<file path="src/rtl/swr_pkg.sv">
// ----------------------------------------------------------------------------
// swr_pkg
// Shared constants, codes, item types and the byte-wise CRC-32 update for the
// stop-and-wait receiver.
// ----------------------------------------------------------------------------
package swr_pkg;

   localparam int MAX_PAYLOAD  = 512;
   localparam int CNT_W        = $clog2(MAX_PAYLOAD + 1);
   localparam int ID_W         = 32;
   localparam int CRC_W        = 32;
   localparam int SIZE_W       = 10;
   localparam int DATA_W       = 8;

   localparam logic [CRC_W-1:0] CRC_POLY     = 32'hEDB8_8320;
   localparam logic [CRC_W-1:0] CRC_SEED_RST = 32'hFFFF_FFFF;
   localparam logic [ID_W-1:0]  FIRST_ID_RST = 32'd1;

   typedef enum logic [1:0] {
      VERDICT_ACCEPT  = 2'd0,
      VERDICT_CRC_ERR = 2'd1,
      VERDICT_DUP     = 2'd2
   } verdict_type;

   typedef enum logic {
      CSR_CRC_SEED = 1'b0,
      CSR_FIRST_ID = 1'b1
   } csr_index_type;

   typedef struct packed {
      logic [DATA_W-1:0] data_byte;
      logic              last_byte;
      logic [ID_W-1:0]   packet_id;
      logic [SIZE_W-1:0] payload_size;
      logic [CRC_W-1:0]  carried_crc;
   } req_item_type;

   // reflected crc-32, one byte, no final xor
   function automatic logic [CRC_W-1:0] crc_byte(input logic [CRC_W-1:0] crc,
                                                 input logic [DATA_W-1:0] b);
      logic [CRC_W-1:0] c;
      c = crc ^ {{(CRC_W-DATA_W){1'b0}}, b};
      for (int k = 0; k < DATA_W; k++) begin
         if (c[0]) begin
            c = CRC_POLY ^ (c >> 1);
         end else begin
            c = c >> 1;
         end
      end
      return c;
   endfunction

endpackage

</file>
<file path="src/rtl/swr_req_if.sv">
// ----------------------------------------------------------------------------
// swr_req_if
// Input channel: one payload byte per transfer with its packet header fields.
// ----------------------------------------------------------------------------
interface swr_req_if;
   logic        valid;
   logic        ready;
   logic [7:0]  data_byte;
   logic        last_byte;
   logic [31:0] packet_id;
   logic [9:0]  payload_size;
   logic [31:0] carried_crc;

   modport source (output valid, output data_byte, output last_byte, output packet_id,
                   output payload_size, output carried_crc, input ready);
   modport sink   (input valid, input data_byte, input last_byte, input packet_id,
                   input payload_size, input carried_crc, output ready);
endinterface

</file>
<file path="src/rtl/swr_rsp_if.sv">
// ----------------------------------------------------------------------------
// swr_rsp_if
// Result channel: one acknowledgment per transfer.
// ----------------------------------------------------------------------------
interface swr_rsp_if;
   logic        valid;
   logic        ready;
   logic [31:0] ack_id;
   logic [9:0]  ack_size;
   logic        error_flag;
   logic [1:0]  verdict;
   logic [31:0] computed_crc;

   modport source (output valid, output ack_id, output ack_size, output error_flag,
                   output verdict, output computed_crc, input ready);
   modport sink   (input valid, input ack_id, input ack_size, input error_flag,
                   input verdict, input computed_crc, output ready);
endinterface

</file>
<file path="src/rtl/swr_csr_if.sv">
// ----------------------------------------------------------------------------
// swr_csr_if
// Configuration write channel: register index and write data.
// ----------------------------------------------------------------------------
interface swr_csr_if;
   logic        valid;
   logic        ready;
   logic        index;
   logic [31:0] wdata;

   modport source (output valid, output index, output wdata, input ready);
   modport sink   (input valid, input index, input wdata, output ready);
endinterface

</file>
<file path="src/rtl/stop_wait_receiver_crc32.sv">
// ----------------------------------------------------------------------------
// stop_wait_receiver_crc32
// Stop-and-wait receiver with a running reflected CRC-32 check.
//
// req_ch carries one payload byte per transfer together with the packet id,
// declared size and carried CRC; last_byte marks the end of a packet.
// rsp_ch carries at most one acknowledgment per packet, issued for its last
// byte: accept (expected id advances), crc error (error_flag set) or
// duplicate for an older id. A newer id produces no transfer on rsp_ch.
// csr_ch writes crc_seed (index 0) and first_id (index 1, also reloads the
// expected id); it is always ready; the user must write it only while idle,
// and the block itself does not enforce this. Throughput is one byte per
// cycle while rsp_ch does not stall. The CRC update and id compare run
// between the input register and the result register that drives rsp_ch.
// When rsp_ch stalls with a result held, the input register fills and
// req_ch ready drops until the result is taken.
// Reset clears the pipeline, sets crc_seed to all ones and the expected id
// to 1, and drops any partial packet.
// ----------------------------------------------------------------------------
module stop_wait_receiver_crc32 (
   input  logic      clock,
   input  logic      reset,
   swr_req_if.sink   req_ch,
   swr_rsp_if.source rsp_ch,
   swr_csr_if.sink   csr_ch
);
   import swr_pkg::*;

   logic         take;
   logic         item_valid;
   req_item_type item;

   swr_in_stage u_in_stage (
      .clock      (clock),
      .reset      (reset),
      .req_ch     (req_ch),
      .take       (take),
      .item_valid (item_valid),
      .item       (item)
   );

   swr_check u_check (
      .clock      (clock),
      .reset      (reset),
      .item_valid (item_valid),
      .item       (item),
      .take       (take),
      .csr_ch     (csr_ch),
      .rsp_ch     (rsp_ch)
   );

endmodule

</file>
<file path="src/rtl/swr_in_stage.sv">
// ----------------------------------------------------------------------------
// swr_in_stage
// Input register: captures one byte transfer and holds it until the check
// stage takes it.
// ----------------------------------------------------------------------------
module swr_in_stage (
   input  logic                  clock,
   input  logic                  reset,
   swr_req_if.sink               req_ch,
   input  logic                  take,
   output logic                  item_valid,
   output swr_pkg::req_item_type item
);
   import swr_pkg::*;

   logic         valid_ff;
   logic         valid_in;
   req_item_type item_ff;
   logic         req_xfer;

   assign req_ch.ready = !valid_ff || take;
   assign req_xfer     = req_ch.valid && req_ch.ready;

   always_comb begin
      valid_in = valid_ff;
      if (req_xfer) begin
         valid_in = 1'b1;
      end else if (take) begin
         valid_in = 1'b0;
      end
   end

   always_ff @(posedge clock) begin
      if (reset) begin
         valid_ff <= 1'b0;
      end else begin
         valid_ff <= valid_in;
      end
   end

   always_ff @(posedge clock) begin
      if (req_xfer) begin
         item_ff.data_byte    <= req_ch.data_byte;
         item_ff.last_byte    <= req_ch.last_byte;
         item_ff.packet_id    <= req_ch.packet_id;
         item_ff.payload_size <= req_ch.payload_size;
         item_ff.carried_crc  <= req_ch.carried_crc;
      end
   end

   assign item_valid = valid_ff;
   assign item       = item_ff;

endmodule

</file>
<file path="src/rtl/swr_check.sv">
// ----------------------------------------------------------------------------
// swr_check
// Running CRC, packet tracking, id check and result register, plus the
// configuration registers.
// ----------------------------------------------------------------------------
module swr_check (
   input  logic                  clock,
   input  logic                  reset,
   input  logic                  item_valid,
   input  swr_pkg::req_item_type item,
   output logic                  take,
   swr_csr_if.sink               csr_ch,
   swr_rsp_if.source             rsp_ch
);
   import swr_pkg::*;

   logic [CRC_W-1:0]  crc_seed_ff;
   logic [ID_W-1:0]   expected_id_ff, expected_id_in;
   logic [CRC_W-1:0]  running_crc_ff;
   logic              in_packet_ff;
   logic [CNT_W-1:0]  byte_cnt_ff;

   logic              rsp_valid_ff, rsp_valid_in;
   logic [ID_W-1:0]   ack_id_ff;
   logic [SIZE_W-1:0] ack_size_ff;
   verdict_type       verdict_ff;
   logic [CRC_W-1:0]  computed_crc_ff;

   logic              advance;
   logic              csr_xfer;
   logic [CRC_W-1:0]  base_crc, new_crc;
   logic [CNT_W-1:0]  base_cnt, new_cnt;
   logic              id_match, id_old, crc_good, has_rsp;
   verdict_type       verdict_in;

   assign take     = !rsp_valid_ff || rsp_ch.ready;
   assign advance  = item_valid && take;
   assign csr_ch.ready = 1'b1;
   assign csr_xfer = csr_ch.valid && csr_ch.ready;

   always_comb begin
      base_crc = in_packet_ff ? running_crc_ff : crc_seed_ff;
      base_cnt = in_packet_ff ? byte_cnt_ff : '0;
      if (base_cnt < CNT_W'(MAX_PAYLOAD)) begin
         new_crc = crc_byte(base_crc, item.data_byte);
         new_cnt = base_cnt + CNT_W'(1);
      end else begin
         new_crc = base_crc;
         new_cnt = base_cnt;
      end
      id_match = (item.packet_id == expected_id_ff);
      id_old   = (item.packet_id < expected_id_ff);
      crc_good = (new_crc == item.carried_crc);
      has_rsp  = item.last_byte && (id_match || id_old);
      if (id_match) begin
         verdict_in = crc_good ? VERDICT_ACCEPT : VERDICT_CRC_ERR;
      end else begin
         verdict_in = VERDICT_DUP;
      end
   end

   always_comb begin
      expected_id_in = expected_id_ff;
      if (csr_xfer && csr_index_type'(csr_ch.index) == CSR_FIRST_ID) begin
         expected_id_in = csr_ch.wdata;
      end else if (advance && item.last_byte && id_match && crc_good) begin
         expected_id_in = expected_id_ff + ID_W'(1);
      end
   end

   always_comb begin
      rsp_valid_in = rsp_valid_ff;
      if (advance) begin
         rsp_valid_in = has_rsp;
      end else if (rsp_ch.ready) begin
         rsp_valid_in = 1'b0;
      end
   end

   always_ff @(posedge clock) begin
      if (reset) begin
         crc_seed_ff    <= CRC_SEED_RST;
         expected_id_ff <= FIRST_ID_RST;
         in_packet_ff   <= 1'b0;
         byte_cnt_ff    <= '0;
         running_crc_ff <= CRC_SEED_RST;
         rsp_valid_ff   <= 1'b0;
      end else begin
         expected_id_ff <= expected_id_in;
         rsp_valid_ff   <= rsp_valid_in;
         if (csr_xfer && csr_index_type'(csr_ch.index) == CSR_CRC_SEED) begin
            crc_seed_ff <= csr_ch.wdata;
         end
         if (advance) begin
            in_packet_ff   <= !item.last_byte;
            byte_cnt_ff    <= item.last_byte ? '0 : new_cnt;
            running_crc_ff <= new_crc;
         end
      end
   end

   always_ff @(posedge clock) begin
      if (advance) begin
         ack_id_ff       <= item.packet_id;
         ack_size_ff     <= item.payload_size;
         verdict_ff      <= verdict_in;
         computed_crc_ff <= new_crc;
      end
   end

   assign rsp_ch.valid        = rsp_valid_ff;
   assign rsp_ch.ack_id       = ack_id_ff;
   assign rsp_ch.ack_size     = ack_size_ff;
   assign rsp_ch.verdict      = verdict_ff;
   assign rsp_ch.error_flag   = (verdict_ff == VERDICT_CRC_ERR);
   assign rsp_ch.computed_crc = computed_crc_ff;

   // good packet moves the expected id on by one
   assert property (@(posedge clock) disable iff (reset)
      (advance && item.last_byte && id_match && crc_good && !csr_xfer)
      |=> expected_id_ff == $past(expected_id_ff) + ID_W'(1))
      else $error("expected id did not advance");

   // last byte closes the packet
   assert property (@(posedge clock) disable iff (reset)
      (advance && item.last_byte) |=> !in_packet_ff && byte_cnt_ff == '0)
      else $error("packet not closed after last byte");

   // a held result is never overwritten
   assert property (@(posedge clock) disable iff (reset)
      (rsp_valid_ff && !rsp_ch.ready) |-> !advance)
      else $error("stage advanced into a stalled result");

   // count never passes the payload bound
   assert property (@(posedge clock) disable iff (reset)
      byte_cnt_ff <= CNT_W'(MAX_PAYLOAD))
      else $error("byte count out of range");

endmodule

</file>
<file path="src/flat_wrapper.sv">
// flat-port wrapper written by rule: the top's interface ports become plain ports
module stop_wait_receiver_crc32_flat import swr_pkg::*;
  (clock, reset, req_ch_valid, req_ch_data_byte, req_ch_last_byte, req_ch_packet_id, req_ch_payload_size, req_ch_carried_crc, req_ch_ready, rsp_ch_valid, rsp_ch_ack_id, rsp_ch_ack_size, rsp_ch_error_flag, rsp_ch_verdict, rsp_ch_computed_crc, rsp_ch_ready, csr_ch_valid, csr_ch_index, csr_ch_wdata, csr_ch_ready);
  swr_req_if req_ch_i ();
  swr_rsp_if rsp_ch_i ();
  swr_csr_if csr_ch_i ();
  input  logic clock;
  input  logic reset;
  input wire logic [$bits(req_ch_i.valid)-1:0] req_ch_valid;
  input wire logic [$bits(req_ch_i.data_byte)-1:0] req_ch_data_byte;
  input wire logic [$bits(req_ch_i.last_byte)-1:0] req_ch_last_byte;
  input wire logic [$bits(req_ch_i.packet_id)-1:0] req_ch_packet_id;
  input wire logic [$bits(req_ch_i.payload_size)-1:0] req_ch_payload_size;
  input wire logic [$bits(req_ch_i.carried_crc)-1:0] req_ch_carried_crc;
  output wire logic [$bits(req_ch_i.ready)-1:0] req_ch_ready;
  output wire logic [$bits(rsp_ch_i.valid)-1:0] rsp_ch_valid;
  output wire logic [$bits(rsp_ch_i.ack_id)-1:0] rsp_ch_ack_id;
  output wire logic [$bits(rsp_ch_i.ack_size)-1:0] rsp_ch_ack_size;
  output wire logic [$bits(rsp_ch_i.error_flag)-1:0] rsp_ch_error_flag;
  output wire logic [$bits(rsp_ch_i.verdict)-1:0] rsp_ch_verdict;
  output wire logic [$bits(rsp_ch_i.computed_crc)-1:0] rsp_ch_computed_crc;
  input wire logic [$bits(rsp_ch_i.ready)-1:0] rsp_ch_ready;
  input wire logic [$bits(csr_ch_i.valid)-1:0] csr_ch_valid;
  input wire logic [$bits(csr_ch_i.index)-1:0] csr_ch_index;
  input wire logic [$bits(csr_ch_i.wdata)-1:0] csr_ch_wdata;
  output wire logic [$bits(csr_ch_i.ready)-1:0] csr_ch_ready;
  assign req_ch_i.valid = req_ch_valid;
  assign req_ch_i.data_byte = req_ch_data_byte;
  assign req_ch_i.last_byte = req_ch_last_byte;
  assign req_ch_i.packet_id = req_ch_packet_id;
  assign req_ch_i.payload_size = req_ch_payload_size;
  assign req_ch_i.carried_crc = req_ch_carried_crc;
  assign req_ch_ready = req_ch_i.ready;
  assign rsp_ch_valid = rsp_ch_i.valid;
  assign rsp_ch_ack_id = rsp_ch_i.ack_id;
  assign rsp_ch_ack_size = rsp_ch_i.ack_size;
  assign rsp_ch_error_flag = rsp_ch_i.error_flag;
  assign rsp_ch_verdict = rsp_ch_i.verdict;
  assign rsp_ch_computed_crc = rsp_ch_i.computed_crc;
  assign rsp_ch_i.ready = rsp_ch_ready;
  assign csr_ch_i.valid = csr_ch_valid;
  assign csr_ch_i.index = csr_ch_index;
  assign csr_ch_i.wdata = csr_ch_wdata;
  assign csr_ch_ready = csr_ch_i.ready;
  stop_wait_receiver_crc32 u_core (.clock(clock), .reset(reset), .req_ch(req_ch_i), .rsp_ch(rsp_ch_i), .csr_ch(csr_ch_i));
endmodule
</file>
<file path="config.mk">
export PLATFORM = sky130hd
export DESIGN_NAME = stop_wait_receiver_crc32_flat
export DESIGN_NICKNAME = d
export VERILOG_FILES = /design/src/rtl/swr_pkg.sv /design/src/rtl/swr_req_if.sv /design/src/rtl/swr_rsp_if.sv /design/src/rtl/swr_csr_if.sv /design/src/rtl/stop_wait_receiver_crc32.sv /design/src/rtl/swr_in_stage.sv /design/src/rtl/swr_check.sv /design/src/flat_wrapper.sv
export SDC_FILE = /design/constraint.sdc
export NUM_CORES = 1
export LEC_CHECK = 0
export ABC_AREA = 1
export BUFFER_PORTS_ARGS = -buffer_cell sky130_fd_sc_hd__buf_2
export CORE_MARGIN = 10
export CORE_UTILIZATION = 52
export DETAILED_ROUTE_END_ITERATION = 7
export PLACE_DENSITY_LB_ADDON = 0.2
export SLEW_MARGIN = 20
export SYNTH_ARGS = -nofsm -noshare
export SYNTH_HDL_FRONTEND = slang
export SYNTH_SLANG_ARGS = --single-unit
</file>
<file path="constraint.sdc">
create_clock -name clock -period 3.36 [get_ports clock]
set_clock_uncertainty 0.1 [all_clocks]
set_input_delay 0.168 -clock clock [delete_from_list [all_inputs] [get_ports clock]]
set_output_delay 0.168 -clock clock [all_outputs]
set_load 0.02 [all_outputs]
</file>
==> summary.md, run 1 <==
| Metric | Value |
|---|---|
| Cells after synthesis | 1675 |
| FF-to-FF End | u_core.u_check.expected_id_ff[1] |
| CP Capture Point | u_core.u_check.expected_id_ff[1] |
| CTS buffer count | 29 |
| Largest net degree at the start of global routing | 68 |
| Worst r2r src | u_core.u_check.in_packet_ff |
| Clock sink count | 268 |
| EDFF count, synth | 159 |
| Fraction of layout cells with a size suffix above 1 | 21.18% |
| H-tree depth | 1 |
| Area growth syn-to-layout | 32.71% |
| Static leakage | 8.175 nW |
| Reg2Reg Depth | 23 |
| Sequential Power Share | 41.9% |
| Post-route ant nets | 0 |
| Clock latency on the worst-skew pair | 0.58 ns |
| Number of DRC markers in iteration 0 | 1124 |
| Top Ports | 201 |
| Seq/Total Area, Yosys | 50.89% |
| Final setup vio count | 0 |
| Port-buffer cells | 199 |
| CTS tree | yes |
| Initial antenna violation count | 1 |
| First-pass GRT wire length | 69.41 mm |
| Die Span Y | 182.1 um |
| CP Capture Type | register |
| Final Net Count | 2209 |
| Slew @ Worst Pin | 0.9513 ns |
| Yosys reg bits | 268 |
| Final hold vios | 0 |
| Initial Util | 52.61% |
| DP Worst Slack | -0.04248 ns |
| Ys async rst share | 0% |
| Status | completed |
| Most frequent cells in the layout | nand2_1, buf_2, inv_1 |
| Net Sw Power | 2.697 mW |
| Mapped Area | 0.01367 mm2 |
| Total power | 9.144 mW |
| Slew HR | 36.51% |
| Startpoint types | register |
| Min Tclk post-route | 3.235 ns |
| R2r setup slk | 0.13 ns |
| Max Freq | 309.1 MHz |
| Count of pins over their slew limit | 0 |
| Hold slack | 0.1354 ns |
| Number of cell rows | 59 |
| Vias in the first global route | 12845 |
| Routed WL per cell | 18.70 um |
| Warnings, synthesis | 0 |
| Commonest non-fill, non-tap cell in the layout | nand2_1 |
| Placed cell count | 2204 |
| Residual DRC | 0 |
| Setup TNS | 0 ns |
| Share of the synthesized area in the top cell type | 34.93% |
| Yosys cell types | 46 |
| Critical path origin | u_core.u_check.in_packet_ff |
| DP HPWL | 30.87 mm |
| Reg clk slew, reported paths | 0.06 ns |
| Final Non-Filler Cells | 2413 |
| Via-to-Cell Ratio | 5.366 |
| Fin crit share | 96.28% |
| Clk root buf | clkbuf_16 |
| Post-Route WL | 45.13 mm |
| Primary FF master, synth | edfxtp_1 |
| Overflow after GRT | 0 |
| Sw frac | 29.50% |
| Max Cap Viol | 0 |
| Avg Cell Area, Syn | 8.162 um2 |
| Clock network fraction of total power | 37.6% |
| Crit path max fanout | 15 |
| CTS Buffer Depth | 3 |
| RePlAce Congestion | 0.9835 |
| Crit Path Class | reg2reg |
| Placed instance area | 0.01527 mm2 |
| Comb power frac | 20.6% |
| Util after Layout | 69.82% |
| Synth area leader | edfxtp_1 |
| Final Cell Area | 0.01814 mm2 |
| CP arrival | 3.63 ns |
| DR pass1 iterations | 6 |
| Full die area | 0.03318 mm2 |
| Vias | 12948 |
| Core ar. | 0.02598 mm2 |
| Power per cell area | 504.0 mW/mm2 |
| Tot GR Track Use | 25.91% |
| Area contributors post-synth | edfxtp_1, dfxtp_1, nand2_1, nand3_1, inv_1 |
| Syn Nets | 1830 |
| Internal power | 6.446 mW |
| Maximum VDD drop | 0.0006166 V |
| CP required | 3.75 ns |
| Worst hold path type | in2reg |
| Die Wd | 182.1 um |
| Worst setup margin | 0.1250 ns |
## timing repair
action	4_1_cts	5_1_grt
pin swaps	0	21
setup endpoints to repair	27	32
hold buffers	135	0
cloned	0	6
buffers inserted	0	13
hold endpoints to repair	147	0
gates resized for setup	4	65
## layer usage
| metal | track usage [%] | part of all wire, % |
|---|---|---|
| met3 | 4.985 | 7.1 |
| met4 | 9.502 | 4.2 |
| met1 | 31.84 | 41 |
| met2 | 44.30 | 48 |
| met5 | 0 | 0 |
## worst max-delay path, stage by stage, from the launching register on
cell and delay (ns):
dfxtp_4 0.46, inv_8 0.08, buf_8 0.15, nand2_2 0.08, nand3_2 0.09, buf_4 0.16, nand2_2 0.12, nand2_1 0.07
nand2_1 0.09, inv_1 0.05, nand2_1 0.07, nand3_2 0.13, nand3_1 0.10, nand2_1 0.08, nor2_1 0.11, nand3_1 0.10
nor2_2 0.20, nand3_2 0.12, nor2_4 0.18, nand3_4 0.14, nand2_8 0.12, clkbuf_16 0.17, nand2_1 0.05, a21oi_1 0.13
## logic make-up (layout without fill, tap and decap cells)
group,after synthesis,after routing,synth area share [%]
other,1,2,0.02743
adder cells (fa/ha/maj),34,34,3.112
AO/OA/AOI/OAI,225,225,9.491
XOR/XNOR,27,27,1.730
flip-flops,268,268,50.89
AND/OR/NAND/NOR,869,870,27.22
buffers and inverters,251,652,7.532
## power groups by stage
stage,Clock [mW],Sequential (mW),Combinational (mW)
3_3_place_gp,0,3.88,1.59
5_1_grt,3.57,3.84,2.08
3_5_place_dp,0,3.89,1.61
2_1_floorplan,0,3.94,0.958
4_1_cts,3.46,3.82,1.75
6_report,3.44,3.83,1.88
## sequential cells by signal, summed over array words and instances, names as in the netlist, 10 cells and up
signal and cells:
u_core.u_check.rsp_ch.ack_id 32, u_core.u_in_stage.item 83, u_core.u_check.crc_seed_ff 32, u_core.u_check.rsp_ch.computed_crc 32
u_core.u_check.running_crc_ff 32, u_core.u_check.expected_id_ff 32, u_core.u_check.byte_cnt_ff 10, u_core.u_check.rsp_ch.ack_size 10
## how the worst min path moves through the flow
stage	startpoint	to	slack [ns]	depth (start not counted)
finish	reset	u_core.u_check.running_crc_ff[24]	0.14	3
global route	reset	u_core.u_check.running_crc_ff[14]	0.14	3
CTS	reset	u_core.u_check.running_crc_ff[24]	0.11	3
detailed placement	req_ch_packet_id[18]	u_core.u_in_stage.item[60]	0.25	1
global placement	req_ch_packet_id[24]	u_core.u_in_stage.item[66]	0.24	1
floorplan	req_ch_carried_crc[0]	u_core.u_in_stage.item[0]	0.17	0
## layout make-up
type / count / area, um2
antenna: 1 / 2.502
clock buffer: 42 / 938.4
clock inverter: 12 / 112.6
fill: 2062 / 7843
inverter: 188 / 716.9
multi-input combinational: 1157 / 5913
sequential: 268 / 6960
tap: 335 / 419.2
timing repair buffer: 410 / 3079
## synth_stat cells (2+ instances only)
| master | number |
|---|---|
| nand3b_1 | 10 |
| clkinv_1 | 2 |
| nand4_1 | 11 |
| o21ai_0 | 68 |
| inv_1 | 179 |
| nand2_2 | 33 |
| nand2_1 | 571 |
| inv_2 | 6 |
| nor3_1 | 13 |
| dfxtp_1 | 109 |
| o211ai_1 | 38 |
| buf_4 | 7 |
| o31ai_1 | 4 |
| o21ai_1 | 16 |
| o21bai_1 | 2 |
| clkbuf_1 | 34 |
| ha_1 | 34 |
| nor4_1 | 3 |
| edfxtp_1 | 159 |
| nand3_2 | 5 |
| nand3_1 | 170 |
| a31oi_1 | 2 |
| buf_2 | 11 |
| or2_1 | 2 |
| a21oi_2 | 9 |
| buf_6 | 6 |
| buf_1 | 5 |
| nor2_1 | 45 |
| xor2_1 | 24 |
| a211oi_1 | 2 |
| xnor2_1 | 3 |
| a21oi_1 | 77 |
| a21boi_1 | 2 |
(Power assumes the default switching activity.)
==> run 2, diff against run 1 <==
Settings changed: RECOVER_POWER set to 100.
==> run 2 against run 1 <==
  * The flow now finishes with violations (capacitance limit, slew limit)
  * First-iteration DRC count decreased by 4.4%
  * Setup slack improved by 0.026 ns
  * Global-route usage unchanged
  * Register-to-register slack improved by 0.03 ns
  * Final area decreased by 0.70%
  * Largest cell class unchanged
  * Largest power group unchanged
  * Fmax increased by 0.82%
  * Cell count unchanged
  * Routed wire length decreased by 0.24%
  * Sequential share of layout area increased by 0.27 points
  * Critical path depth unchanged
  * Non-clock buffer count unchanged
==> summary.md, run 2 (synthesis gave the netlist of run 1 again) <==
| Metric | Value |
|---|---|
| Largest net degree at the start of global routing | 68 |
| Fraction of layout cells with a size suffix above 1 | 17.00% |
| Sequential Power Share | 42.0% |
| CTS Buffer Depth | 3 |
| Maximum VDD drop | 0.0006187 V |
| Slew HR | -18.19% |
| Violated checks | capacitance limit, slew limit |
| Min Tclk post-route | 3.209 ns |
| Comb power frac | 20.4% |
| RePlAce Congestion | 0.9835 |
| Reg2Reg Depth | 23 |
| Max Freq | 311.7 MHz |
| Final Net Count | 2209 |
| Critical-path top delay cell | dfxtp_4 |
| Worst r2r src | u_core.u_check.in_packet_ff |
| CP most frequent cell | nand2_1 |
| Hold path depth | 3 |
| CP max stage delay | 0.46 ns |
| Initial Util | 52.61% |
| Critical path cell sequence | inv_8 > buf_8 > nand2_2 > nand3_2 > buf_4 > nand2_2 > nand2_1 > nand2_1 > inv_1 > nand2_1 > nand3_2 > nand3_1 > nand2_1 > nor2_1 > nand3_1 > nor2_2 > nand3_2 > nor2_4 > nand3_4 > nand2_8 > clkbuf_16 > nand2_1 > a21oi_1 |
| Util after Layout | 69.33% |
| Number of cell rows | 59 |
| First-pass GRT wire length | 69.41 mm |
| Crit Path Class | reg2reg |
| Reg clk slew, reported paths | 0.07 ns |
| Largest register FFs | 83 |
| Post-route ant nets | 0 |
| Final hold vios | 0 |
| R2r setup slk | 0.15 ns |
| Commonest non-fill, non-tap cell in the layout | nand2_1 |
| CTS tree | yes |
| Setup TNS | 0 ns |
| Clock latency on the worst-skew pair | 0.58 ns |
| Top Ports | 201 |
| Status | complete, but fails checks |
| H-tree depth | 1 |
| Hold slack | 0.1419 ns |
| Initial antenna violation count | 1 |
| CP Capture Type | register |
| Static leakage | 7.929 nW |
| Vias in the first global route | 12845 |
| CP required | 3.76 ns |
| Port-buffer cells | 199 |
| FF-to-FF End | u_core.u_check.expected_id_ff[1] |
| Worst setup margin | 0.1513 ns |
| Final setup vio count | 0 |
| Die Span Y | 182.1 um |
| Clock network fraction of total power | 37.7% |
| Worst Hold Path EP | u_core.u_check.running_crc_ff[31] |
| Count of pins over their slew limit | 48 |
| Internal power | 6.430 mW |
| Tot GR Track Use | 25.91% |
| CP arrival | 3.60 ns |
| Clk root buf | clkbuf_16 |
| Overflow after GRT | 0 |
| Net Sw Power | 2.698 mW |
| Core ar. | 0.02598 mm2 |
| Critical path origin | u_core.u_check.in_packet_ff |
| Most frequent cells in the layout | nand2_1, inv_1, nand3_1 |
| Vias | 12925 |
| Number of DRC markers in iteration 0 | 1075 |
| Sw frac | 29.56% |
| Crit path max fanout | 15 |
| Full die area | 0.03318 mm2 |
| Fin crit share | 95.50% |
| Max Cap Viol | 1 |
| Via-to-Cell Ratio | 5.356 |
| Worst hold path type | in2reg |
| CTS buffer count | 29 |
| Hold path start | reset |
| Area growth syn-to-layout | 31.79% |
| Routed WL per cell | 18.66 um |
| Clock sink count | 268 |
| Total power | 9.128 mW |
| Residual DRC | 0 |
| Power per cell area | 506.6 mW/mm2 |
| DP Worst Slack | -0.04248 ns |
| Startpoint types | register |
| DP HPWL | 30.87 mm |
| Post-Route WL | 45.02 mm |
| Die Wd | 182.1 um |
| Slew @ Worst Pin | 1.773 ns |
| DR pass1 iterations | 6 |
[run 2: power groups by stage]
stage	clock, mW	sequential (mW)	combinational, mW
floorplan	0	3.94	0.958
CTS	3.46	3.82	1.75
finish	3.44	3.83	1.86
detailed placement	0	3.89	1.61
global route	3.57	3.85	2.06
global placement	0	3.88	1.59
[run 2: worst max-delay path by stage]
stage | endpoint | slack [ns] | cells after the start
after floorplan | u_core.u_in_stage.item[0] | 0.47 | 3
after global placement | u_core.u_check.expected_id_ff[7] | -0.02 | 21
after detailed placement | u_core.u_check.expected_id_ff[6] | -0.04 | 21
after CTS | u_core.u_check.expected_id_ff[6] | 0.01 | 21
after global routing | u_core.u_check.expected_id_ff[8] | -0.01 | 23
final | u_core.u_check.expected_id_ff[1] | 0.15 | 23
[run 2: area by class of cell]
type / count / area, um2
diodes: 1 / 2.502
clock buffers: 42 / 938.4
clock inverters: 12 / 112.6
fillers: 2130 / 7969
inverters: 188 / 715.7
multi-input cells: 1157 / 5908
flip-flops and latches: 268 / 6960
well taps: 335 / 419.2
repair buffers: 410 / 2959
[run 2: what timing repair did]
item | in CTS | in global routing
pin swaps | 0 | 21
setup endpoints to repair | 27 | 32
gates resized for setup | 4 | 65
gates cloned | 0 | 6
buffers inserted | 0 | 13
hold buffers | 135 | 0
endpoints found under the hold margin | 147 | 0
[run 2: critical path, delay by kind of cell (launching register included)]
family,cells,cell delay [ns]
buf+inv,5,0.61
flops,1,0.46
compound gates,1,0.12
simple gates,17,1.81
[run 2: layer usage]
| metal | GRT usage [%] | share of wire (%) | up-vias |
|---|---|---|---|
| li1 | - | - | 6309 |
| met1 | 31.84 | 41 | 6049 |
| met2 | 44.30 | 48 | 467 |
| met3 | 4.985 | 6.9 | 100 |
| met4 | 9.502 | 4.2 | 0 |
| met5 | 0 | 0 | - |
[run 2: stage by stage]
step / cell area (um2) / cells
floorplan: 13670 / 1675
global route: 18020 / 2413
detailed placement: 15270 / 2204
global placement: 15270 / 2204
finish: 18020 / 2413
CTS: 17680 / 2393
